## src/rtl/lpe_pkg.sv

```systemverilog
package lpe_pkg;

  localparam int COORD_W    = 9;
  localparam int ADDR_W     = 18;
  localparam int SAMPLE_W   = 16;
  localparam int ERR_W      = 11;
  localparam int SLOT_COUNT = 7;
  localparam int MEAN_SLOTS = 6;
  localparam int SLOT_IDX_W = 3;
  // slots only ever rise from zero, so they hold non-negative values
  localparam int SLOT_W     = 15;
  localparam int SUM_W      = 18;
  localparam int WINDOW_W   = 15;
  localparam int MODE_W     = 2;

  localparam int CFG_INDEX_W = 2;
  localparam int CFG_DATA_W  = 16;

  // sum / 6 as (sum * ceil(2^21 / 6)) >> 21, exact for sums below 2^19
  localparam int RECIP_SHIFT = 21;
  localparam int RECIP_W     = 19;
  localparam logic [RECIP_W-1:0] RECIP_SIX = RECIP_W'(((1 << RECIP_SHIFT) + 5) / 6);
  localparam int PROD_W      = SUM_W + RECIP_W;

  localparam logic OP_START  = 1'b0;
  localparam logic OP_SAMPLE = 1'b1;

  localparam logic [MODE_W-1:0] MODE_NONE     = 2'd0;
  localparam logic [MODE_W-1:0] MODE_ABSOLUTE = 2'd1;
  localparam logic [MODE_W-1:0] MODE_WINDOW   = 2'd2;

  localparam logic [CFG_INDEX_W-1:0] REG_FILTER_MODE  = 2'd0;
  localparam logic [CFG_INDEX_W-1:0] REG_ABSOLUTE_CAP = 2'd1;
  localparam logic [CFG_INDEX_W-1:0] REG_FLOOR_VALUE  = 2'd2;
  localparam logic [CFG_INDEX_W-1:0] REG_WINDOW_WIDTH = 2'd3;

  localparam logic [MODE_W-1:0]          FILTER_MODE_RESET  = MODE_WINDOW;
  localparam logic signed [SAMPLE_W-1:0] ABSOLUTE_CAP_RESET = 16'sd5727;
  localparam logic signed [SAMPLE_W-1:0] FLOOR_VALUE_RESET  = 16'sd0;
  localparam logic [WINDOW_W-1:0]        WINDOW_WIDTH_RESET = 15'd1536;

  localparam logic signed [SAMPLE_W-1:0] MIN_INIT = 16'sd32767;

  typedef struct packed {
    logic                       operation;
    logic [COORD_W-1:0]         x_start;
    logic [COORD_W-1:0]         y_start;
    logic [COORD_W-1:0]         x_end;
    logic [COORD_W-1:0]         y_end;
    logic signed [SAMPLE_W-1:0] sample_value;
    logic                       sample_missing;
  } in_t;

  typedef struct packed {
    logic [ADDR_W-1:0]          fetch_address;
    logic                       line_done;
    logic signed [SAMPLE_W-1:0] profile_mean;
    logic signed [SAMPLE_W-1:0] profile_min;
    logic                       sequence_error;
  } out_t;

endpackage

```

## src/rtl/line_profile_extremes.sv

```systemverilog
// line walker with min and capped-max statistics
// a result passes the stage-one registers, then the output register
// throughput: one request per cycle unless out_ready stalls; the walk step, slot compare and
//   running slot sum settle in stage one, divide by six (reciprocal multiply) in stage two
// reset: synchronous; all but stage data registers reset; no line active, both stages empty
module line_profile_extremes #(
  parameter int IMAGE_WIDTH = 512
) (
  input  logic                              clk,
  input  logic                              rst,
  input  logic                              in_valid,
  output logic                              in_ready,
  input  lpe_pkg::in_t                      in_data,
  output logic                              out_valid,
  input  logic                              out_ready,
  output lpe_pkg::out_t                     out_data,
  input  logic                              cfg_write,
  input  logic [lpe_pkg::CFG_INDEX_W-1:0]   cfg_index,
  input  logic [lpe_pkg::CFG_DATA_W-1:0]    cfg_data
);
  import lpe_pkg::*;

  // configuration
  logic [MODE_W-1:0]          filter_mode;
  logic signed [SAMPLE_W-1:0] absolute_cap;
  logic signed [SAMPLE_W-1:0] floor_value;
  logic [WINDOW_W-1:0]        window_width;

  // walk state
  logic [COORD_W-1:0]      cur_row, cur_col, end_row, end_col;
  logic [COORD_W-1:0]      delta_row, delta_col;
  logic                    row_step_down, col_step_down;
  logic signed [ERR_W-1:0] step_error;
  logic                    line_active;

  // statistics
  logic [SLOT_W-1:0]          max_slots [SLOT_COUNT];
  logic [SLOT_IDX_W-1:0]      slot_index;
  logic [SUM_W-1:0]           slot_sum;
  logic signed [SAMPLE_W-1:0] running_min;

  // next values
  logic [COORD_W-1:0]         cur_row_next, cur_col_next;
  logic signed [ERR_W-1:0]    step_error_next;
  logic                       line_active_next;
  logic [SLOT_IDX_W-1:0]      slot_index_next;
  logic [SUM_W-1:0]           slot_sum_next;
  logic signed [SAMPLE_W-1:0] running_min_next;

  // first stage
  logic                       s1_valid;
  logic [ADDR_W-1:0]          s1_addr;
  logic                       s1_done;
  logic [SUM_W-1:0]           s1_sum;
  logic signed [SAMPLE_W-1:0] s1_min;
  logic                       s1_err;
  logic [ADDR_W-1:0]          s1_addr_next;
  logic                       s1_done_next;
  logic                       s1_err_next;

  logic s1_advance, accept;

  // combinational helpers
  logic signed [SAMPLE_W-1:0] s;
  logic [SLOT_W-1:0]          slot_old;
  logic                       cap_ok, slot_take, at_end;
  logic signed [SAMPLE_W+1:0] rel_sample;
  logic [COORD_W-1:0]         r0, c0, r1, c1, dr_start, dc_start;
  logic signed [ERR_W-1:0]    dr_ext, dc_ext;
  logic [COORD_W-1:0]         addr_row, addr_col;
  logic [ADDR_W:0]            addr_full;
  logic [PROD_W-1:0]          mean_prod;

  assign s1_advance = !out_valid || out_ready;
  assign in_ready   = !s1_valid || s1_advance;
  assign accept     = in_valid && in_ready;

  assign s        = in_data.sample_value;
  assign slot_old = max_slots[slot_index];
  assign at_end   = (cur_row == end_row) && (cur_col == end_col);
  assign dr_ext   = $signed({2'b00, delta_row});
  assign dc_ext   = $signed({2'b00, delta_col});

  assign r0 = in_data.x_start;
  assign c0 = in_data.y_start;
  assign r1 = in_data.x_end;
  assign c1 = in_data.y_end;
  assign dr_start = (r0 < r1) ? r1 - r0 : r0 - r1;
  assign dc_start = (c0 < c1) ? c1 - c0 : c0 - c1;

  assign rel_sample = (SAMPLE_W+2)'(s) - (SAMPLE_W+2)'(floor_value);

  always_comb begin
    unique case (filter_mode)
      MODE_ABSOLUTE: cap_ok = s < absolute_cap;
      MODE_WINDOW:   cap_ok = rel_sample < $signed({3'b000, window_width});
      default:       cap_ok = 1'b1;
    endcase
  end

  assign slot_take = !in_data.sample_missing && (s > $signed({1'b0, slot_old})) && cap_ok;

  always_comb begin
    cur_row_next     = cur_row;
    cur_col_next     = cur_col;
    step_error_next  = step_error;
    line_active_next = line_active;
    slot_index_next  = slot_index;
    slot_sum_next    = slot_sum;
    running_min_next = running_min;
    s1_done_next     = 1'b0;
    s1_err_next      = 1'b0;
    addr_row         = cur_row;
    addr_col         = cur_col;
    s1_addr_next     = '0;
    if (in_data.operation == OP_START) begin
      cur_row_next     = r0;
      cur_col_next     = c0;
      step_error_next  = (dr_start > dc_start) ? $signed(ERR_W'(dr_start >> 1))
                                               : -$signed(ERR_W'(dc_start >> 1));
      line_active_next = 1'b1;
      slot_index_next  = '0;
      slot_sum_next    = '0;
      running_min_next = MIN_INIT;
      addr_row         = r0;
      addr_col         = c0;
    end else if (!line_active) begin
      s1_err_next = 1'b1;
    end else begin
      if (slot_take) begin
        slot_index_next = (slot_index == SLOT_IDX_W'(SLOT_COUNT - 1)) ? '0 : slot_index + 1'b1;
        if (slot_index < SLOT_IDX_W'(MEAN_SLOTS))
          slot_sum_next = slot_sum + SUM_W'(s[SLOT_W-1:0]) - SUM_W'(slot_old);
      end
      if (!in_data.sample_missing && (s < running_min))
        running_min_next = s;
      if (at_end) begin
        s1_done_next     = 1'b1;
        line_active_next = 1'b0;
      end else begin
        if (step_error > -dr_ext) begin
          step_error_next = step_error_next - dc_ext;
          cur_row_next    = row_step_down ? cur_row - 1'b1 : cur_row + 1'b1;
        end
        if (step_error < dc_ext) begin
          step_error_next = step_error_next + dr_ext;
          cur_col_next    = col_step_down ? cur_col - 1'b1 : cur_col + 1'b1;
        end
        addr_row = cur_row_next;
        addr_col = cur_col_next;
      end
    end
    addr_full = (ADDR_W+1)'(addr_row) * (ADDR_W+1)'(IMAGE_WIDTH) + (ADDR_W+1)'(addr_col);
    if (!s1_err_next && !s1_done_next)
      s1_addr_next = addr_full[ADDR_W-1:0];
  end

  always_ff @(posedge clk) begin
    if (rst) begin
      filter_mode  <= FILTER_MODE_RESET;
      absolute_cap <= ABSOLUTE_CAP_RESET;
      floor_value  <= FLOOR_VALUE_RESET;
      window_width <= WINDOW_WIDTH_RESET;
    end else if (cfg_write) begin
      unique case (cfg_index)
        REG_FILTER_MODE:  filter_mode  <= cfg_data[MODE_W-1:0];
        REG_ABSOLUTE_CAP: absolute_cap <= $signed(cfg_data);
        REG_FLOOR_VALUE:  floor_value  <= $signed(cfg_data);
        REG_WINDOW_WIDTH: window_width <= cfg_data[WINDOW_W-1:0];
        default: ;
      endcase
    end
  end

  always_ff @(posedge clk) begin
    if (rst) begin
      cur_row       <= '0;
      cur_col       <= '0;
      end_row       <= '0;
      end_col       <= '0;
      delta_row     <= '0;
      delta_col     <= '0;
      row_step_down <= 1'b0;
      col_step_down <= 1'b0;
      step_error    <= '0;
      line_active   <= 1'b0;
      slot_index    <= '0;
      slot_sum      <= '0;
      running_min   <= MIN_INIT;
      for (int k = 0; k < SLOT_COUNT; k++) max_slots[k] <= '0;
    end else if (accept) begin
      cur_row     <= cur_row_next;
      cur_col     <= cur_col_next;
      step_error  <= step_error_next;
      line_active <= line_active_next;
      slot_index  <= slot_index_next;
      slot_sum    <= slot_sum_next;
      running_min <= running_min_next;
      if (in_data.operation == OP_START) begin
        end_row       <= r1;
        end_col       <= c1;
        delta_row     <= dr_start;
        delta_col     <= dc_start;
        row_step_down <= !(r0 < r1);
        col_step_down <= !(c0 < c1);
        for (int k = 0; k < SLOT_COUNT; k++) max_slots[k] <= '0;
      end else if (line_active && slot_take) begin
        max_slots[slot_index] <= s[SLOT_W-1:0];
      end
    end
  end

  // stage one: walk result plus slot sum for the mean
  always_ff @(posedge clk) begin
    if (rst) begin
      s1_valid <= 1'b0;
    end else if (in_ready) begin
      s1_valid <= in_valid;
    end
    if (accept) begin
      s1_addr <= s1_addr_next;
      s1_done <= s1_done_next;
      s1_sum  <= s1_done_next ? slot_sum_next : '0;
      s1_min  <= running_min_next;
      s1_err  <= s1_err_next;
    end
  end

  assign mean_prod = PROD_W'(s1_sum) * PROD_W'(RECIP_SIX);

  // stage two: divide by six, result register
  always_ff @(posedge clk) begin
    if (rst) begin
      out_valid <= 1'b0;
    end else if (s1_advance) begin
      out_valid <= s1_valid;
    end
    if (s1_advance && s1_valid) begin
      out_data.fetch_address  <= s1_addr;
      out_data.line_done      <= s1_done;
      out_data.profile_mean   <= $signed(mean_prod[RECIP_SHIFT +: SAMPLE_W]);
      out_data.profile_min    <= s1_min;
      out_data.sequence_error <= s1_err;
    end
  end

endmodule
```

## config.mk

```make
export PLATFORM = sky130hd
export DESIGN_NAME = line_profile_extremes
export DESIGN_NICKNAME = d
export VERILOG_FILES = /design/src/rtl/lpe_pkg.sv /design/src/rtl/line_profile_extremes.sv
export SDC_FILE = /design/constraint.sdc
export NUM_CORES = 1
export LEC_CHECK = 0
export BUFFER_PORTS_ARGS = -buffer_cell sky130_fd_sc_hd__buf_4
export CAP_MARGIN = 20
export CORE_MARGIN = 2
export CORE_UTILIZATION = 45
export CTS_CLUSTER_SIZE = 12
export DETAILED_ROUTE_END_ITERATION = 10
export SLEW_MARGIN = 15
export SYNTH_ARGS = -nofsm -noshare
export SYNTH_HDL_FRONTEND = slang
export SYNTH_SLANG_ARGS = --single-unit
```

## constraint.sdc

```tcl
create_clock -name clk -period 16.7 [get_ports clk]
set_clock_uncertainty 0.2 [all_clocks]
set_input_delay 4.175 -clock clk [delete_from_list [all_inputs] [get_ports clk]]
set_output_delay 4.175 -clock clk [all_outputs]
set_load 0.005 [all_outputs]
```

==> run summary <==
Sequential Area: 9970 sq um
multi-input logic area: 16500 sq um
cell repeated most along the worst path: a21oi_1
average footprint of a synthesized cell: 9.88 sq um
buffer levels on the longest clock path: 3
critical path, cell by cell: buf_4 -> inv_1 -> ha_1 -> nor2b_1 -> o31a_1 -> o41ai_1 -> o21bai_1 -> a21o_1 -> a21oi_1 -> nor2b_1 -> o21ai_0 -> a21oi_1 -> ha_1 -> a21oi_1 -> a21o_1 -> nand2_1 -> o41a_1 -> nor2_1 -> mux2_2 -> o21ai_2 -> buf_4 -> nor4_2 -> nand2b_1
run status: finished clean
standard-cell row count: 92
count of yosys warnings during synthesis: 0
CTS resizes: 0
placer's final routability congestion estimate: 0.914
max incr delay on CP: 0.89 ns
DR DRC count: 0
Initial DRT Pass Iterations: 6
mapped cell area: 28400 sq um
hold-fix buffer count after cts: 0
static leakage: 14.1 nW
initial core utilization: 0.453
predominant post-synthesis flop cell: edfxtp_1
average wire per standard cell: 19.8 um
ratio of total power to cell area: 106 nW/um^2
DP Wirelength: 57.6 mm
number of cells produced by synthesis: 2878
CP endpoint kind: flip-flop
RSZ-0062 raised after global routing: false
number of flops mapped to enable cells by yosys: 226
number of buffer cells added on primary ports: 130
number of vias after detailed routing: 21300
startpoint kind of the worst setup timing path: input pin
global router's overall resource usage: 0.233
data required time at the worst endpoint: 16.74 ns
core box area: 62700 sq um
final max-slew violation count: 0
area share of fa/ha/maj cells after synthesis: 0.244
number of placed I/O pins: 131
Hold WC Path Type: flip-flop to flip-flop
share of flip-flops with an asynchronous set or reset: 0
antenna cells: 0
number of fill cells in the layout: 5730
Slew HR: 0.257
Seq cells post-synth: 385
maximum achievable frequency: 103 MHz
worst-case reg-to-reg path depth: 17
initial drt markers: 1586
multiplexer fraction of the synthesized cell area: 0.0474
Max VDD drop: 0.000107 V
clock-pin slew on the worst setup and hold paths: 0.06 ns
root buffer selected by CTS: clkbuf_16
Worst Hold Depth: 0
number of H-tree levels: 2
fraction of the mapped netlist area in compound gates: 0.139
number of antenna violations at the first check in global routing: 4
Overflow after GRT: 0
Die Area: 65200 sq um
sinks on the clock net: 385
largest family of logic cells by synthesized area: adder cells
wire length reported by the detailed router: 76.3 mm
Vert. Die Dim: 255 um
signed area change from the synthesized netlist to the final layout: 11.8%
sequential fraction of the synthesis area: 0.351
simple-gate area share of the yosys netlist: 0.116
number of routed nets with antenna violations: 0
vias in the first global route: 21400
Syn Nets: 3428
path type of the worst setup path: input pin to flip-flop
worst-margin pin slew: 1.11 ns
number of maximum-capacitance constraint violations: 0
data arrival at the endpoint of the critical path: 9.70 ns
count of placed standard cells including taps: 3777
most frequent cells in the layout: inv_1, ha_1, nand2_1
fraction of final layout cells sized beyond drive strength 1: 0.0965
detail-routed via count per cell: 5.51
summed negative setup slack over all endpoints: 0 ns
number of failing setup endpoints in the final timing report: 0
DIE WIDTH: 255 um
number of standard cells in the layout, taps in and fillers out: 3862
first-pass GRT wire length: 120 mm
Slowest-stage cell, CP: nor4_2
TritonCTS buffer count: 45
commonest non-fill, non-tap cell in the layout: inv_1
period utilisation layout: 0.579
final critical-path required period: 9.66 ns
maximum number of pins on one net before global-route repair: 75
clock latency reported for the late side of the worst-skew pair: 0.61 ns
clock tree from TritonCTS: built
final count of hold timing violations: 0
Post-CTS Setup Repair Bufs: 0
fraction of synthesized cell area in xor and xnor cells: 0.0320
largest fanout of any net on the critical path: 34
net count of the finished layout: 3530
count of different cell masters after synthesis: 86
-- Yosys cell counts, types with 12 or more instances --
library cell    n  area [sq um]
and2_1         77           482
o21a_1         27           203
o311ai_0       20           175
a21oi_1       171           856
xor2_1         42           368
inv_1         440          1650
ha_1          338          4230
nor3_1         26           130
o22ai_1        14          87.6
edfxtp_1      226          6790
nand4_1        14          87.6
xnor2_1        62           543
clkbuf_1       79           297
nor2_1        194           728
a21o_1         46           345
mux2_2         13           146
nor2b_1        22           138
nor4_1         12          75.1
fa_1          135          2700
mux2i_1        51           510
nand2b_1       23           144
nand3_1        37           185
a211oi_1       41           308
mux4_2         30           676
o211ai_1       27           203
o22a_1         15           131
o21ai_0        90           450
a31oi_1        20           125
nand2_1       230           863
dfxtp_1       159          3180
-- sequential cells by signal (all words and copies together), names as in the netlist, 9 cells and up, named ones only --
register,flops
max_slots,120
out_data,52
s1_addr,18
s1_sum,18
slot_sum,18
absolute_cap,16
floor_value,16
running_min,16
s1_min,16
window_width,15
step_error,11
cur_col,9
cur_row,9
delta_col,9
delta_row,9
end_col,9
end_row,9
-- worst paths after layout --
path	startpoint	to	slack (ns)
max	in_data[1]	max_slots[4][10]	7.04
min	s1_addr[2]	out_data[36]	0.22
max reg2reg	s1_sum[4]	out_data[32]	9.83
min reg2reg	s1_addr[2]	out_data[36]	0.22
-- stage by stage --
stage	total power, mW	hold slack (ns)	worst slack, ns	utilization	cell area [sq um]
finish	3.37	0.219	7.04	0.507	31800
global route	3.60	0.223	6.49	0.507	31800
floorplan	2.03	0.200	7.73	-	28400
detailed placement	2.37	0.205	6.44	0.482	30300
global placement	2.34	0.203	6.66	0.482	30300
CTS	3.40	0.216	7.06	0.506	31800
-- layer usage --
metal	vias to the layer above	GRT usage	routed length (um)
met1	10400	0.314	33900
met2	526	0.389	36300
met3	139	0.0298	3790
met4	0	0.0719	2270
li1	10200	-	-
met5	-	0	0
-- report_power, final --
part / total (mW) / switching [mW] / internal [mW]
clock network: 1.01 / 0.420 / 0.593
registers: 1.12 / 0.0369 / 1.08
logic: 1.23 / 0.707 / 0.526
total: 3.37 / 1.16 / 2.20
-- cells by family (layout without fill, tap and decap cells) --
kind of cell,Yosys count,after routing
compound gates,591,591
fa+ha+maj,473,473
xor+xnor,104,104
buf+inv,535,673
simple gates,695,695
mux,95,95
flops,385,385
-- layout make-up --
cell class	instances	area share
Multi-Input combinational cell	1958	0.518
Sequential cell	385	0.314
Clock buffer	61	0.0396
Clock inverter	22	0.00783
Inverter	440	0.0520
Timing Repair Buffer	150	0.0354
Tap cell	846	0.0333
-- critical path, delay by kind of cell --
| family | cells | cell delay [ns] |
|---|---|---|
| adders and majority gates | 2 | 0.54 |
| buffers and inverters | 3 | 0.60 |
| muxes | 1 | 0.19 |
| AOI/OAI and AO/OA | 11 | 2.31 |
| and+or+nand+nor | 6 | 1.87 |
Note: power is estimated with default switching activity, not from simulation.
